## src/sv/rotation_matrix_to_quaternion_assert.svh

```systemverilog
// Assertion macros for the rotation matrix to quaternion block.
`ifndef ROTATION_MATRIX_TO_QUATERNION_ASSERT_SVH
`define ROTATION_MATRIX_TO_QUATERNION_ASSERT_SVH
`ifndef ASSERT_OFF
`define RMQ_ASSERT(lbl, prop, msg) \
  lbl: assert property (@(posedge clk_i) disable iff (!rst_ni) prop) else $error(msg);
`define RMQ_ASSERT_RST(lbl, prop, msg) \
  lbl: assert property (@(posedge clk_i) prop) else $error(msg);
`else
`define RMQ_ASSERT(lbl, prop, msg)
`define RMQ_ASSERT_RST(lbl, prop, msg)
`endif
`endif

```

## src/sv/rmq_pkg.sv

```systemverilog
package rmq_pkg;

  localparam int DW   = 16;
  localparam int FB   = 14;
  localparam int EW   = DW + 3;
  localparam int RW   = DW + 2;
  localparam int SQW  = ((RW + FB - 2 + 1) / 2) * 2;
  localparam int HW   = SQW / 2;
  localparam int RMW  = HW + 2;
  localparam int MW   = DW + 1;
  localparam int NUMW = MW + FB + 1;
  localparam int DENW = HW + 2;
  localparam int NL   = 4;
  localparam int SLW  = 2;

  typedef struct packed {
    logic [SQW-1:0]         rad;
    logic [RMW-1:0]         rem;
    logic [HW-1:0]          root;
    logic [NL-1:0][MW-1:0]  mag;
    logic [NL-1:0]          neg;
    logic [SLW-1:0]         slot;
    logic                   degen;
  } sq_t;

  typedef struct packed {
    logic [NL-1:0][NUMW-1:0] num;
    logic [NL-1:0][DENW-1:0] rem;
    logic [NL-1:0][NUMW-1:0] quot;
    logic [DENW-1:0]         den;
    logic [HW-1:0]           root;
    logic [NL-1:0]           neg;
    logic [SLW-1:0]          slot;
    logic                    degen;
  } dv_t;

  typedef struct packed {
    logic [NL-1:0][DW-1:0] q;
    logic                  degen;
  } res_t;

  function automatic logic [1:0] nxt(logic [1:0] a);
    logic [1:0] r;
    unique case (a)
      2'd0:    r = 2'd1;
      2'd1:    r = 2'd2;
      default: r = 2'd0;
    endcase
    return r;
  endfunction

  function automatic logic [DW-1:0] sat(logic [NUMW-1:0] mag, logic neg);
    logic [NUMW-1:0] lim;
    logic [NUMW-1:0] m;
    lim = NUMW'(1) << (DW - 1);
    if (neg) begin
      m = (mag > lim) ? lim : mag;
      m = ~m + NUMW'(1);
    end else begin
      m = (mag > lim - NUMW'(1)) ? lim - NUMW'(1) : mag;
    end
    return m[DW-1:0];
  endfunction

endpackage

```

## src/sv/rmq_sqrt_cell.sv

```systemverilog
module rmq_sqrt_cell import rmq_pkg::*; (
  input  logic clk_i,
  input  logic rst_ni,
  input  logic en_i,
  input  logic valid_i,
  input  sq_t  data_i,
  output logic valid_o,
  output sq_t  data_o
);

  logic [RMW+1:0] rem_w;
  logic [RMW+1:0] trial;
  sq_t            data_d;
  sq_t            data_q;
  logic           valid_q;

  always_comb begin
    data_d     = data_i;
    rem_w      = {data_i.rem, data_i.rad[SQW-1 -: 2]};
    trial      = (RMW+2)'({data_i.root, 2'b01});
    data_d.rad = {data_i.rad[SQW-3:0], 2'b00};
    if (rem_w >= trial) begin
      data_d.rem  = RMW'(rem_w - trial);
      data_d.root = {data_i.root[HW-2:0], 1'b1};
    end else begin
      data_d.rem  = rem_w[RMW-1:0];
      data_d.root = {data_i.root[HW-2:0], 1'b0};
    end
  end

  always_ff @(posedge clk_i or negedge rst_ni) begin
    if (!rst_ni) begin
      valid_q <= 1'b0;
    end else if (en_i) begin
      valid_q <= valid_i;
    end
  end

  always_ff @(posedge clk_i) begin
    if (en_i) begin
      data_q <= data_d;
    end
  end

  assign valid_o = valid_q;
  assign data_o  = data_q;

endmodule

```

## config.mk

```make
export PLATFORM = sky130hd
export DESIGN_NAME = rmq_sqrt_cell
export DESIGN_NICKNAME = d
export VERILOG_FILES = /design/src/sv/rotation_matrix_to_quaternion_assert.svh /design/src/sv/rmq_pkg.sv /design/src/sv/rmq_sqrt_cell.sv
export SDC_FILE = /design/constraint.sdc
export NUM_CORES = 1
export LEC_CHECK = 0
export BUFFER_PORTS_ARGS = -buffer_cell sky130_fd_sc_hd__buf_2
export CORE_MARGIN = 2
export CORE_UTILIZATION = 45
export CTS_CLUSTER_SIZE = 10
export DETAILED_ROUTE_END_ITERATION = 10
export PLACE_DENSITY_LB_ADDON = 0.3
export SETUP_SLACK_MARGIN = 0.3
export SLEW_MARGIN = 25
export SYNTH_ARGS = -nofsm -noshare
export SYNTH_HDL_FRONTEND = slang
export SYNTH_SLANG_ARGS = --single-unit
```

## constraint.sdc

```tcl
create_clock -name clk_i -period 0.8 [get_ports clk_i]
set_input_delay 0.12 -clock clk_i [delete_from_list [all_inputs] [get_ports clk_i]]
set_output_delay 0.12 -clock clk_i [all_outputs]
set_load 0.005 [all_outputs]
```

## Yosys cells after proc, flatten, opt, wreduce, memory -nomap -nowiden

Cells that the tools add are included.

- Flip-flop bits (word level): 136
- Bits of input ports: 141
- Output and inout bits: 138
- Logic and storage cells: 14

- Add/subtract/negate cells: 1
- Order comparisons: 1
- Mux-type cells: 1

Operator list:

| cell | count |
|---|---|
| two-way mux 32 bit | 1 |
| >= comparator 19 x 17 -> 1 bit | 1 |
| subtractor 17 bit | 1 |

## Logic depth before layout (Yosys ltp)

- Depth in word-level cells: 2
- Gate-level depth with buffers: 10
- Gate-level depth less buffers: 8

## Least setup slack after synthesis

Ideal clock, no wire load.

- Path kind: input-to-reg
- Start point: in data_i[82] (netlist name)
- End point: reg data_q (netlist bit data_o[100]), data pin
- Setup time: 0.260 ns
- Arrival time: 1.873 ns
- Required time: 0.540 ns
- Path slack: -1.333 ns
- Stages on the path: 10
- Buffers on the path: 2
- Path through: inv_1 > ha_1 > buf_2 > nand2_1 > o21ai_0 > nand2_1 > o21a_1 > o221ai_4 > buf_12 > mux2_4

RTL lines:

| element | line | text |
|---|---|---|
| from (decl) | rmq_sqrt_cell.sv:6 | `input sq_t data_i,` |
| to (signal assigned) | rmq_sqrt_cell.sv:41 | `data_q <= data_d;` |
| to (decl) | rmq_sqrt_cell.sv:14 | `sq_t data_q;` |

==> metrics.yaml <==
clkLatencyLatePin_ns: 0.42
hold_class: "input port to register"
htreeDepth: 4
die_width_um: 112
layout_setup_ws_ns: -0.887
vias_per_cell: 4.94
yosys_most_used_dff: "edfxtp_1"
synth_edf_count: 135
core_area_um2: 11500
critical_path_class: "input port to register"
die-area_um2: 12700
final_hold_viol_count: 119
irDropWorstVdd_mv: 2.23
path_clk_slew_ns: 0.06
synth_common_cells: "edfxtp_1, inv_1, ha_1"
crit_arrival_ns: 1.85
drive_above_1_share_pct: 64.3
grt_first_pass_wirelength_um: 21800
holdBufCountCts: 1
grt_pass1_vias: 4058
clockRootBuffer: "clkbuf_16"
yosys_warnings: 0
layout_worst_path_cycle_share_pct: 211
rsz0062_at_grt: "yes"
die_h_um: 112
crit_path_start_kind: "input port"
final_area_um2: 8320
fin_skew_ns: 0
wire_per_inst_um: 18.1
yosysUniqueCellTypes: 44
syn_area_um2: 5300
synthArstFlopShare_pct: 0.735
nFillCells: 717
p_leak_nw: 3.71
area_growth_syn_to_layout_pct: 57.2
yosysMostFrequentCell: "edfxtp_1"
hold_slack_ns: -0.125
antenna_found_initial: 2
hpwl_um: 11100
layout.nets: 815
drt_wl_total_um: 14700
cts_made_buffers: 17
first_iter_violations: 353
drc_errors: 0
end_kind: "register"
outcome: "complete, but fails checks"
rows: 39
setup_viol: 154
grt_max_degree: 46
worstPathCellList: "buf_8, ha_4, o211ai_1, nor2_1, o21ai_2, o21a_1, o221ai_4, buf_8, mux2_4"
synthTopCellsByArea: "edfxtp_1, ha_1, mux2_2"
cp.required_ns: 0.96
period_minus_slack_ns: 1.69
pre_cts_slack_ns: -1.45
path_max_fanout: 8
post_dp_cell_area_um2: 7500
cts.sinks: 136
final_max_slew_viol_count: 0
diodes: 0
synth_largest_area_cell: "edfxtp_1"
worst_path_largest_cell_delay_ns: 0.30
ys_ff_latch: 136
vias: 4016
utilization_pct: 72.6
avgSynthCellArea_um2: 17.8
synth_cells: 297
track_usage_pct: 23.2
io_buffers: 276
dr.pass1.iters: 4
start_util_pct: 46.2
yosysSeqAreaShare_pct: 77.0
violations: "hold timing, setup timing"
maxCapViolations: 0
drtAntennaViolNets: 0
slowest_stage: "mux2_4"
synth_top_cell_area_share_pct: 76.6
place_congestion: 0.921
power.density_nw_per_um2: 2360
clockBufferDepth: 2
cts_tree: "yes"
ios: 279
grt_overflow_total: 0
path_common_cell: "buf_8"
max_freq_ghz: 0.593
## area by class of cell
type                    instances  area, µm²  area share (%)
repair buffers                347       2040            24.6
multi-input cells             132       1290            15.5
well taps                     143        179            2.15
flip-flops and latches        136       4080            49.0
inverters                      23        126            1.52
clock buffers                  19        433            5.20
clock inverters                13        169            2.03
## sequential cells by signal, indices dropped and copies added, names as in the netlist
register,flops
data_o,135
valid_o,1
## layout by cell type (no fill, tap or decap), types with 2 or more instances in the layout
master | netlist | final
buf_4 | 2 | 67
inv_6 | 0 | 5
mux2_4 | 5 | 13
o21ai_0 | 8 | 6
inv_2 | 0 | 4
o21ai_2 | 2 | 3
ha_4 | 0 | 13
buf_12 | 1 | 3
o21a_1 | 2 | 2
clkbuf_16 | 0 | 17
buf_8 | 0 | 4
xnor2_1 | 9 | 9
ha_1 | 17 | 4
nand3_1 | 4 | 4
o211ai_1 | 2 | 2
nor3_1 | 5 | 5
clkbuf_1 | 1 | 2
edfxtp_1 | 135 | 135
nand4_1 | 3 | 3
inv_4 | 0 | 3
a21o_1 | 2 | 2
nor2_1 | 11 | 9
xor2_1 | 4 | 4
buf_6 | 1 | 8
buf_2 | 2 | 264
clkinvlp_4 | 0 | 4
conb_1 | 1 | 2
bufinv_16 | 0 | 3
a21oi_1 | 15 | 14
inv_8 | 0 | 2
inv_1 | 23 | 12
nand2_1 | 8 | 6
mux2i_1 | 3 | 3
and3_4 | 2 | 2
nor2_2 | 0 | 2
a211oi_1 | 2 | 2
## critical path: cells and delay by family
kind	cells	cell delay, ns
adder cells (fa/ha/maj)	1	0.29
buffers and inverters	2	0.29
AND/OR/NAND/NOR	1	0.18
multiplexers	1	0.30
AO/OA/AOI/OAI	4	0.66
## cells by family (layout without fill, tap and decap cells)
logic type / Yosys count / in the layout / share of synthesized area [%]
and+or+nand+nor: 37 / 37 / 3.47
xor gates and xnor gates: 13 / 13 / 2.15
muxes: 17 / 17 / 3.90
DFF: 136 / 136 / 77.0
AOI/OAI and AO/OA: 46 / 46 / 6.59
other: 1 / 2 / 0.0708
buffers and inverters: 30 / 402 / 2.76
adders and majority gates: 17 / 17 / 4.02
## routing by layer
layer  global-route usage [%]  share of wire [%]
met5                        0              0.088
met2                     42.6                 55
met4                     8.54                2.3
met1                     24.2                 34
met3                     8.75                8.1
## final timing paths
kind,start,end,slack (ns),cells past startpoint
max,data_i[96],data_o[93]$_DFFE_PP_,-0.89,9
min,data_i[54],data_o[54]$_DFFE_PP_,-0.12,1
max reg2reg,valid_o$_DFFE_PN0P_,valid_o$_DFFE_PN0P_,0.06,1
min reg2reg,valid_o$_DFFE_PN0P_,valid_o$_DFFE_PN0P_,0.51,1
max in group asynchronous,rst_ni,valid_o$_DFFE_PN0P_,0.71,2
min in group asynchronous,rst_ni,valid_o$_DFFE_PN0P_,0.01,2
## metrics by stage
| stage | TNS, ns | std cells | total power, mW | hold slack [ns] |
|---|---|---|---|---|
| global placement | -28.99 | 772 | 11.6 | -0.104 |
| finish | -46.57 | 813 | 19.6 | -0.125 |
| global route | -52.84 | 813 | 20.3 | -0.145 |
| detailed placement | -31.52 | 772 | 11.7 | -0.105 |
| floorplan | -20.51 | 298 | 9.98 | -0.176 |
| CTS | -49.03 | 812 | 19.8 | -0.147 |
## where the power goes
part,total (mW),internal [mW],switching [mW]
Combinational,2.98,1.63,1.34
Clock,7.93,4.93,3.00
Sequential,8.74,8.58,0.158
Total,19.6,15.1,4.50
## repair_timing
item,CTS,global route
gates resized for setup,39,7
hold endpoints to repair,122,120
setup buffers,6,1
cloned,1,0
endpoints found under the setup margin,155,155
pin swaps,12,2
No activity file was read; power rests on OpenSTA's default activity.
