## src/sv/rotation_matrix_to_quaternion_assert.svh

```systemverilog
// Assertion macros for the rotation matrix to quaternion block.
`ifndef ROTATION_MATRIX_TO_QUATERNION_ASSERT_SVH
`define ROTATION_MATRIX_TO_QUATERNION_ASSERT_SVH
`ifndef ASSERT_OFF
`define RMQ_ASSERT(lbl, prop, msg) \
  lbl: assert property (@(posedge clk_i) disable iff (!rst_ni) prop) else $error(msg);
`define RMQ_ASSERT_RST(lbl, prop, msg) \
  lbl: assert property (@(posedge clk_i) prop) else $error(msg);
`else
`define RMQ_ASSERT(lbl, prop, msg)
`define RMQ_ASSERT_RST(lbl, prop, msg)
`endif
`endif

```

## src/sv/rmq_pkg.sv

```systemverilog
package rmq_pkg;

  localparam int DW   = 16;
  localparam int FB   = 14;
  localparam int EW   = DW + 3;
  localparam int RW   = DW + 2;
  localparam int SQW  = ((RW + FB - 2 + 1) / 2) * 2;
  localparam int HW   = SQW / 2;
  localparam int RMW  = HW + 2;
  localparam int MW   = DW + 1;
  localparam int NUMW = MW + FB + 1;
  localparam int DENW = HW + 2;
  localparam int NL   = 4;
  localparam int SLW  = 2;

  typedef struct packed {
    logic [SQW-1:0]         rad;
    logic [RMW-1:0]         rem;
    logic [HW-1:0]          root;
    logic [NL-1:0][MW-1:0]  mag;
    logic [NL-1:0]          neg;
    logic [SLW-1:0]         slot;
    logic                   degen;
  } sq_t;

  typedef struct packed {
    logic [NL-1:0][NUMW-1:0] num;
    logic [NL-1:0][DENW-1:0] rem;
    logic [NL-1:0][NUMW-1:0] quot;
    logic [DENW-1:0]         den;
    logic [HW-1:0]           root;
    logic [NL-1:0]           neg;
    logic [SLW-1:0]          slot;
    logic                    degen;
  } dv_t;

  typedef struct packed {
    logic [NL-1:0][DW-1:0] q;
    logic                  degen;
  } res_t;

  function automatic logic [1:0] nxt(logic [1:0] a);
    logic [1:0] r;
    unique case (a)
      2'd0:    r = 2'd1;
      2'd1:    r = 2'd2;
      default: r = 2'd0;
    endcase
    return r;
  endfunction

  function automatic logic [DW-1:0] sat(logic [NUMW-1:0] mag, logic neg);
    logic [NUMW-1:0] lim;
    logic [NUMW-1:0] m;
    lim = NUMW'(1) << (DW - 1);
    if (neg) begin
      m = (mag > lim) ? lim : mag;
      m = ~m + NUMW'(1);
    end else begin
      m = (mag > lim - NUMW'(1)) ? lim - NUMW'(1) : mag;
    end
    return m[DW-1:0];
  endfunction

endpackage

```

## src/sv/rmq_div_cell.sv

```systemverilog
module rmq_div_cell import rmq_pkg::*; (
  input  logic clk_i,
  input  logic rst_ni,
  input  logic en_i,
  input  logic valid_i,
  input  dv_t  data_i,
  output logic valid_o,
  output dv_t  data_o
);

  logic [DENW:0] r2 [NL];
  logic [NL-1:0] ge;
  dv_t           data_d;
  dv_t           data_q;
  logic          valid_q;

  always_comb begin
    data_d = data_i;
    for (int l = 0; l < NL; l++) begin
      r2[l] = {data_i.rem[l], data_i.num[l][NUMW-1]};
      ge[l] = r2[l] >= {1'b0, data_i.den};
      data_d.rem[l]  = ge[l] ? DENW'(r2[l] - {1'b0, data_i.den}) : r2[l][DENW-1:0];
      data_d.quot[l] = {data_i.quot[l][NUMW-2:0], ge[l]};
      data_d.num[l]  = {data_i.num[l][NUMW-2:0], 1'b0};
    end
  end

  always_ff @(posedge clk_i or negedge rst_ni) begin
    if (!rst_ni) begin
      valid_q <= 1'b0;
    end else if (en_i) begin
      valid_q <= valid_i;
    end
  end

  always_ff @(posedge clk_i) begin
    if (en_i) begin
      data_q <= data_d;
    end
  end

  assign valid_o = valid_q;
  assign data_o  = data_q;

endmodule

```

## config.mk

```make
export PLATFORM = sky130hd
export DESIGN_NAME = rmq_div_cell
export DESIGN_NICKNAME = d
export VERILOG_FILES = /design/src/sv/rotation_matrix_to_quaternion_assert.svh /design/src/sv/rmq_pkg.sv /design/src/sv/rmq_div_cell.sv
export SDC_FILE = /design/constraint.sdc
export NUM_CORES = 1
export LEC_CHECK = 0
export BUFFER_PORTS_ARGS = -buffer_cell sky130_fd_sc_hd__buf_4
export CORE_AREA = 4 4 281 283
export CTS_BUF_LIST = sky130_fd_sc_hd__clkbuf_16
export DETAILED_ROUTE_END_ITERATION = 6
export DIE_AREA = 0 0 285 287
export GPL_ROUTABILITY_DRIVEN = 0
export PLACE_DENSITY = 0.46
export SYNTH_ARGS = -nofsm -noshare
export SYNTH_HDL_FRONTEND = slang
export SYNTH_SLANG_ARGS = --single-unit
export TNS_END_PERCENT = 5
```

## constraint.sdc

```tcl
create_clock -name clk_i -period 1.08 [get_ports clk_i]
set_input_delay 0.054 -clock clk_i [delete_from_list [all_inputs] [get_ports clk_i]]
set_output_delay 0.054 -clock clk_i [all_outputs]
set_load 0.02 [all_outputs]
```

# Word level (Yosys, flattened, before mapping)
# Index checks and enable logic that the tools add are counted.
# word_totals
reg_bits	360
input_bits	367
output_inout_bits	364
elab_cells	30
# classes
add_sub_neg	4
order_cmp	4
mux	4
# ops
op	n
18-bit by 17-bit >= comparator with 1-bit output	4
17-bit 2-to-1 mux	4
17-bit subtractor	4

# Longest topological paths before layout
# Gate-level depths: netlist of run 1.
# logic_depth
depth_word	2
mapped_depth	12
depth_no_buf	11

# Worst setup path after synthesis of run 1
# OpenSTA, ideal clock, no wires.
# synth_path
path_kind	input to register
from	input port data_i[23] (netlist name)
to	register data_q (netlist bit data_o[226]) (data pin)
setup_ns	0.260
arrival_ns	2.276
required_time_ns	0.820
slack_ns	-1.456
stages	10
path_buffers	1
cell_sequence	inv_1 -> fa_1 -> a21o_1 -> nand2_1 -> a31oi_1 -> a31oi_1 -> nor2_1 -> a211oi_4 -> buf_6 -> mux2_2
# synth_lines
element	line	rtl
start, declared	rmq_div_cell.sv:6	input dv_t data_i,
end signal, assigned	rmq_div_cell.sv:38	data_q <= data_d;
end, declared	rmq_div_cell.sv:14	dv_t data_q;

==> results.json, run 1 <==
{
  "cts_buffer_depth": 3,
  "start_util_pct": 19.4,
  "die_x_um": 285,
  "die_h_um": 287,
  "drt-total-wl_um": 79000,
  "dr_wl_met2_um": 38200,
  "fin_skew_ns": 0,
  "drive_gt1_share_pct": 51.6,
  "syn_area_mm2": 0.0149,
  "path_class": "in -> reg",
  "dieArea_mm2": 0.0818,
  "first_global_vias": 14521,
  "port_buffers": 722,
  "worstPathArrival_ns": 2.34,
  "cp-start-kind": "input pin",
  "clkPwrFrac_pct": 32.4,
  "setup_viol": 432,
  "first_iter_violations": 535,
  "maxCapViolations": 0,
  "ys_seq_area_share_pct": 72.6,
  "layout_common_cells": "buf_4 (582), buf_6 (378), edfxtp_1 (359)",
  "synth-main-ff-cell": "edfxtp_1",
  "rsz0062_at_grt": "true",
  "viasPerCell": 4.04,
  "cts_buffers": 44,
  "nFillCells": 7162,
  "cts_tree": "yes",
  "gr-total-overflow": 0,
  "synth_edf_count": 359,
  "switching_power_mw": 12.7,
  "fin_crit_ns": 2.03,
  "nNetsFinal": 2725,
  "yosysWarningCount": 0,
  "ys_ff_latch": 360,
  "fin_setup_tns_ns": -89.29,
  "place_hpwl_um": 61800,
  "syn_avg_cell_area_um2": 16.6,
  "drc": 0,
  "outcome": "finished with violations",
  "crit_chain": "buf_8 -> clkinvlp_4 -> buf_6 -> fa_2 -> a21o_1 -> a221oi_4 -> o22ai_2 -> o41ai_2 -> a21oi_2 -> buf_4 -> clkbuf_16 -> mux2_2",
  "cp_slowest_cell": "fa_2",
  "async_flop_share_pct": 0.278,
  "leakage_nw": 13.0,
  "fmax_mhz": 493,
  "r2r-start": "valid_o",
  "dr.pass1.iters": 4,
  "whs_ns": -0.155,
  "min_path_type": "in -> reg",
  "ctsHoldBuffers": 358,
  "clk_pin_slew_ns": 0.06,
  "syn_to_final_growth_pct": 108,
  "power.density_mw_per_mm2": 1440,
  "track_usage_pct": 18.3,
  "layout_commonest_cell": "buf_4",
  "hp-start": "data_i[201]",
  "io_pins": 731,
  "routedWlPerCell_um": 23.4,
  "rows": 102,
  "violations": "hold timing, setup timing",
  "h-tree-depth": 2,
  "endpoint_kind": "register",
  "cts.sinks": 360,
  "clk_latency_ns": 0.56,
  "met1_length_um": 29100,
  "hold_viol": 1,
  "path_max_fanout": 6,
  "slew_viol_final": 0,
  "grt_max_degree": 29,
  "cp.required_ns": 1.39,
  "highest_layer": "met5",
  "swShare_pct": 28.5,
  "p_int_mw": 31.8,
  "fin_util_pct": 40.3,
  "ant_nets": 0,
  "synthCells": 898,
  "clockRootBuffer": "clkbuf_16",
  "fin_crit_sh_pct": 188,
  "antenna_found_initial": 23,
  "ys_types": 63,
  "seqPwrFrac_pct": 39.9,
  "startpoint": "data_i[23]",
  "core-area_mm2": 0.0767,
  "wl_met3_um": 6910,
  "peakVddDrop_v": 0.00104,
  "fin_ws_ns": -0.948,
  "num_vias": 13620,
  "grt_first_pass_wirelength_um": 108000,
  "p_comb_share_pct": 27.6,
  "slowest_delay_ns": 0.35
}
==> state kept, by name (all words and copies together) (netlist names) <==
signal   flops
valid_o      1
data_o     359
==> cells in the mapped netlist (4+ instances only) <==
cell type	count	share of area (%)
o21ai_0	33	1.1
xnor2_1	31	1.8
a21boi_0	4	0.20
inv_1	35	0.88
a21oi_1	54	1.8
a21o_1	23	1.2
o21a_1	11	0.55
xor2_1	23	1.4
mux2_2	48	3.6
and2_1	5	0.21
edfxtp_1	359	72
nand2_1	34	0.86
a31oi_1	9	0.38
nand3_1	9	0.30
buf_4	4	0.20
o31ai_1	6	0.30
nor3_1	6	0.20
nand2b_1	7	0.29
a211oi_1	8	0.40
nand4_1	10	0.42
ha_1	68	5.7
nor2_1	38	0.96
fa_1	4	0.54
mux2i_1	6	0.40
o21bai_1	6	0.30
==> power by group through the flow <==
stage	Combinational, mW	Clock (mW)	Sequential, mW
after detailed placement	9.84	0	17.7
after CTS	12.2	14.9	17.7
after global placement	9.79	0	17.8
final	12.3	14.4	17.8
after floorplan	2.31	0	19.3
after global routing	13.0	15.6	17.9
==> layer usage <==
layer | global-route usage [%] | up-vias
li1 | - | 6280
met4 | 9.12 | 18
met3 | 6.73 | 157
met2 | 31.2 | 531
met5 | 0 | -
met1 | 20.2 | 6634
==> worst paths after layout <==
kind / to / slack, ns / cells after the start
worst max-delay path: data_o[192] / -0.95 / 12
worst min-delay path: data_o[202] / -0.15 / 2
worst max register to register: valid_o / 0.32 / 1
worst min register to register: valid_o / 0.54 / 1
max in group asynchronous: valid_o / 0.65 / 3
min in group asynchronous: valid_o / 0.33 / 3
==> cell type report <==
class | count | area, um2 | area share (%)
Antenna cell | 12 | 30.0 | 0.0972
Clock buffer | 44 | 1100 | 3.56
Clock inverter | 33 | 273 | 0.883
Inverter | 36 | 156 | 0.506
Multi-Input combinational cell | 493 | 4390 | 14.2
Sequential cell | 360 | 10800 | 35.0
Tap cell | 1040 | 1300 | 4.21
Timing Repair Buffer | 1351 | 12800 | 41.6
==> kinds of logic (layout without fill, tap and decap cells) <==
group / Yosys count / in the layout / synth area share [%]
AND/OR/NAND/NOR: 131 / 131 / 4.29
other: 1 / 16 / 0.0252
XOR/XNOR: 54 / 54 / 3.18
adder cells (fa/ha/maj): 72 / 72 / 6.25
buffers and inverters: 48 / 1464 / 1.49
flip-flops: 360 / 360 / 72.6
AO/OA/AOI/OAI: 178 / 178 / 8.18
multiplexers: 54 / 54 / 4.03
==> critical path: cells and delay by family <==
family / cells / cell delay, ns
compound gates: 5 / 0.99
buf+inv: 5 / 0.65
fa+ha+maj: 1 / 0.35
mux: 1 / 0.28
==> per-stage QoR <==
step           hold slack [ns]  cells  worst slack [ns]  power (mW)  area [um2]
6_report                -0.155   3369            -0.948        44.5       30900
5_1_grt                 -0.186   3363             -1.00        46.4       30900
4_1_cts                 -0.198   3348            -0.926        44.8       30600
3_5_place_dp            -0.170   2894             -1.65        27.6       23700
3_3_place_gp            -0.170   2894             -1.66        27.6       23700
2_1_floorplan           -0.242    901             -1.33        21.6       14900
==> repair_timing <==
item | 4_1_cts | 5_1_grt
hold endpoints to repair | 377 | 2
resized for setup | 437 | 61
cloned | 2 | 0
endpoints found under the setup margin | 432 | 432
pin swaps | 18 | 23
buffers inserted | 17 | 9
(Power assumes the default switching activity.)
==> run 2: changes to the inputs <==
--- a/config.mk
+++ b/config.mk
@@ -6,13 +6,13 @@
 export NUM_CORES = 1
 export LEC_CHECK = 0
 export BUFFER_PORTS_ARGS = -buffer_cell sky130_fd_sc_hd__buf_4
-export CORE_AREA = 4 4 281 283
+export CORE_AREA = 4 4 282 284
 export CTS_BUF_LIST = sky130_fd_sc_hd__clkbuf_16
 export DETAILED_ROUTE_END_ITERATION = 6
-export DIE_AREA = 0 0 285 287
+export DIE_AREA = 0 0 286 288
 export GPL_ROUTABILITY_DRIVEN = 0
-export PLACE_DENSITY = 0.46
+export PLACE_DENSITY = 0.45
 export SYNTH_ARGS = -nofsm -noshare
 export SYNTH_HDL_FRONTEND = slang
 export SYNTH_SLANG_ARGS = --single-unit
-export TNS_END_PERCENT = 5
+export TNS_END_PERCENT = 50
==> results.json, run 2 (synthesized netlist as in run 1, its figures left out) <==
{
  "clk_latency_ns": 0.55,
  "fin_setup_tns_ns": -85.01,
  "drive_gt1_share_pct": 53.1,
  "nNetsFinal": 2739,
  "multi_input_area_mm2": 0.00470,
  "slew_viol_final": 0,
  "routedWlPerCell_um": 22.4,
  "leakage_nw": 13.2,
  "drc": 0,
  "dr.pass1.iters": 5,
  "viasPerCell": 4.02,
  "fmax_mhz": 501,
  "peakVddDrop_v": 0.000950,
  "clk_pin_slew_ns": 0.06,
  "place_area_mm2": 0.0238,
  "nFillCells": 7216,
  "fin_skew_ns": 0,
  "path_class": "in -> reg",
  "die_h_um": 288,
  "cts_buffers": 45,
  "endpoint_kind": "register",
  "ant_nets": 0,
  "power.total_mw": 44.7,
  "stdcell_count": 3389,
  "worstPathArrival_ns": 2.30,
  "rsz0062_at_grt": "true",
  "gr-total-overflow": 0,
  "dp.cells": 2901,
  "start_util_pct": 19.3,
  "grt_first_pass_wirelength_um": 103000,
  "maxSlewHeadroom_pct": 65.0,
  "place_ws_ns": -1.64,
  "place_hpwl_um": 59000,
  "whs_ns": 0.0153,
  "drt-total-wl_um": 76100,
  "fin_ws_ns": -0.915,
  "port_buffers": 722,
  "hold_viol": 0,
  "fin_crit_sh_pct": 185,
  "grt_max_degree": 36,
  "antenna_found_initial": 30,
  "cts.sinks": 360,
  "tightest_slew_ns": 0.519,
  "h-tree-depth": 2,
  "layout_common_cells": "buf_4 (587), buf_6 (381), dlygate4sd3_1 (360)",
  "io_pins": 731,
  "setup_viol": 432,
  "layout_commonest_cell": "buf_4",
  "outcome": "finished with violations",
  "first_global_vias": 14399,
  "die_x_um": 286,
  "ff_latch_area_mm2": 0.0108,
  "power.density_mw_per_mm2": 1420,
  "num_vias": 13625,
  "maxCapViolations": 0,
  "cp-start-kind": "input pin",
  "cts_buffer_depth": 3,
  "first_iter_violations": 561,
  "rows": 102,
  "cp.required_ns": 1.38,
  "cts_tree": "yes",
  "dieArea_mm2": 0.0824,
  "track_usage_pct": 17.2,
  "violations": "setup timing",
  "largest_reg_flops": 359,
  "syn_to_final_growth_pct": 111,
  "design_area_mm2": 0.0314,
  "fin_crit_ns": 2.00,
  "core-area_mm2": 0.0771,
  "min_path_type": "in -> reg",
  "fin_util_pct": 40.7,
  "clockRootBuffer": "clkbuf_16",
  "path_max_fanout": 5
}
-- run 2: cell type report --
| class | instances | area share, % |
|---|---|---|
| Clock buffer | 46 | 3.67 |
| Timing Repair Buffer | 1364 | 41.4 |
| Antenna cell | 13 | 0.104 |
| Multi-Input combinational cell | 493 | 15.0 |
| Inverter | 36 | 0.530 |
| Clock inverter | 37 | 0.785 |
| Tap cell | 1040 | 4.15 |
| Sequential cell | 360 | 34.4 |
-- run 2: worst max-delay path, stage by stage --
cell and delay [ns]:
buf_8 0.08, clkinvlp_4 0.11, buf_12 0.16, fa_2 0.36, a21o_1 0.21, a221oi_4 0.31, o22ai_4 0.12, buf_6 0.13
or3_4 0.36, a21oi_2 0.17, xor2_1 0.16, a21oi_1 0.08
-- run 2: power by group --
part / leakage (nW) / total [mW] / internal [mW] / switching, mW
logic: 8.98 / 12.5 / 6.82 / 5.71
registers: 3.53 / 17.7 / 17.0 / 0.713
clock network: 0.734 / 14.4 / 8.23 / 6.18
-- run 2: worst paths after layout --
check	startpoint	to	slack [ns]	cells after the start
max reg2reg	valid_o	valid_o	0.17	2
max	data_i[23]	data_o[200]	-0.92	12
max in group asynchronous	rst_ni	valid_o	0.61	3
min reg2reg	valid_o	valid_o	0.66	2
min in group asynchronous	rst_ni	valid_o	0.36	3
min	data_i[167]	data_o[168]	0.02	3
-- run 2: metal layers --
layer  vias to the layer above  track usage, %  routed length (um)
li1                       6321               -                   -
met1                      6601            19.5               28800
met2                       514            30.0               37000
met3                       157            6.10                6560
met4                        32            6.28                3420
met5                         -               0                 210
-- run 2: what timing repair did --
item / CTS / global route
resized for setup: 281 / 299
hold buffers: 359 / 1
endpoints found under the hold margin: 388 / 1
buffers inserted: 19 / 10
pin swaps: 22 / 35
endpoints found under the setup margin: 432 / 432
cloned: 3 / 2
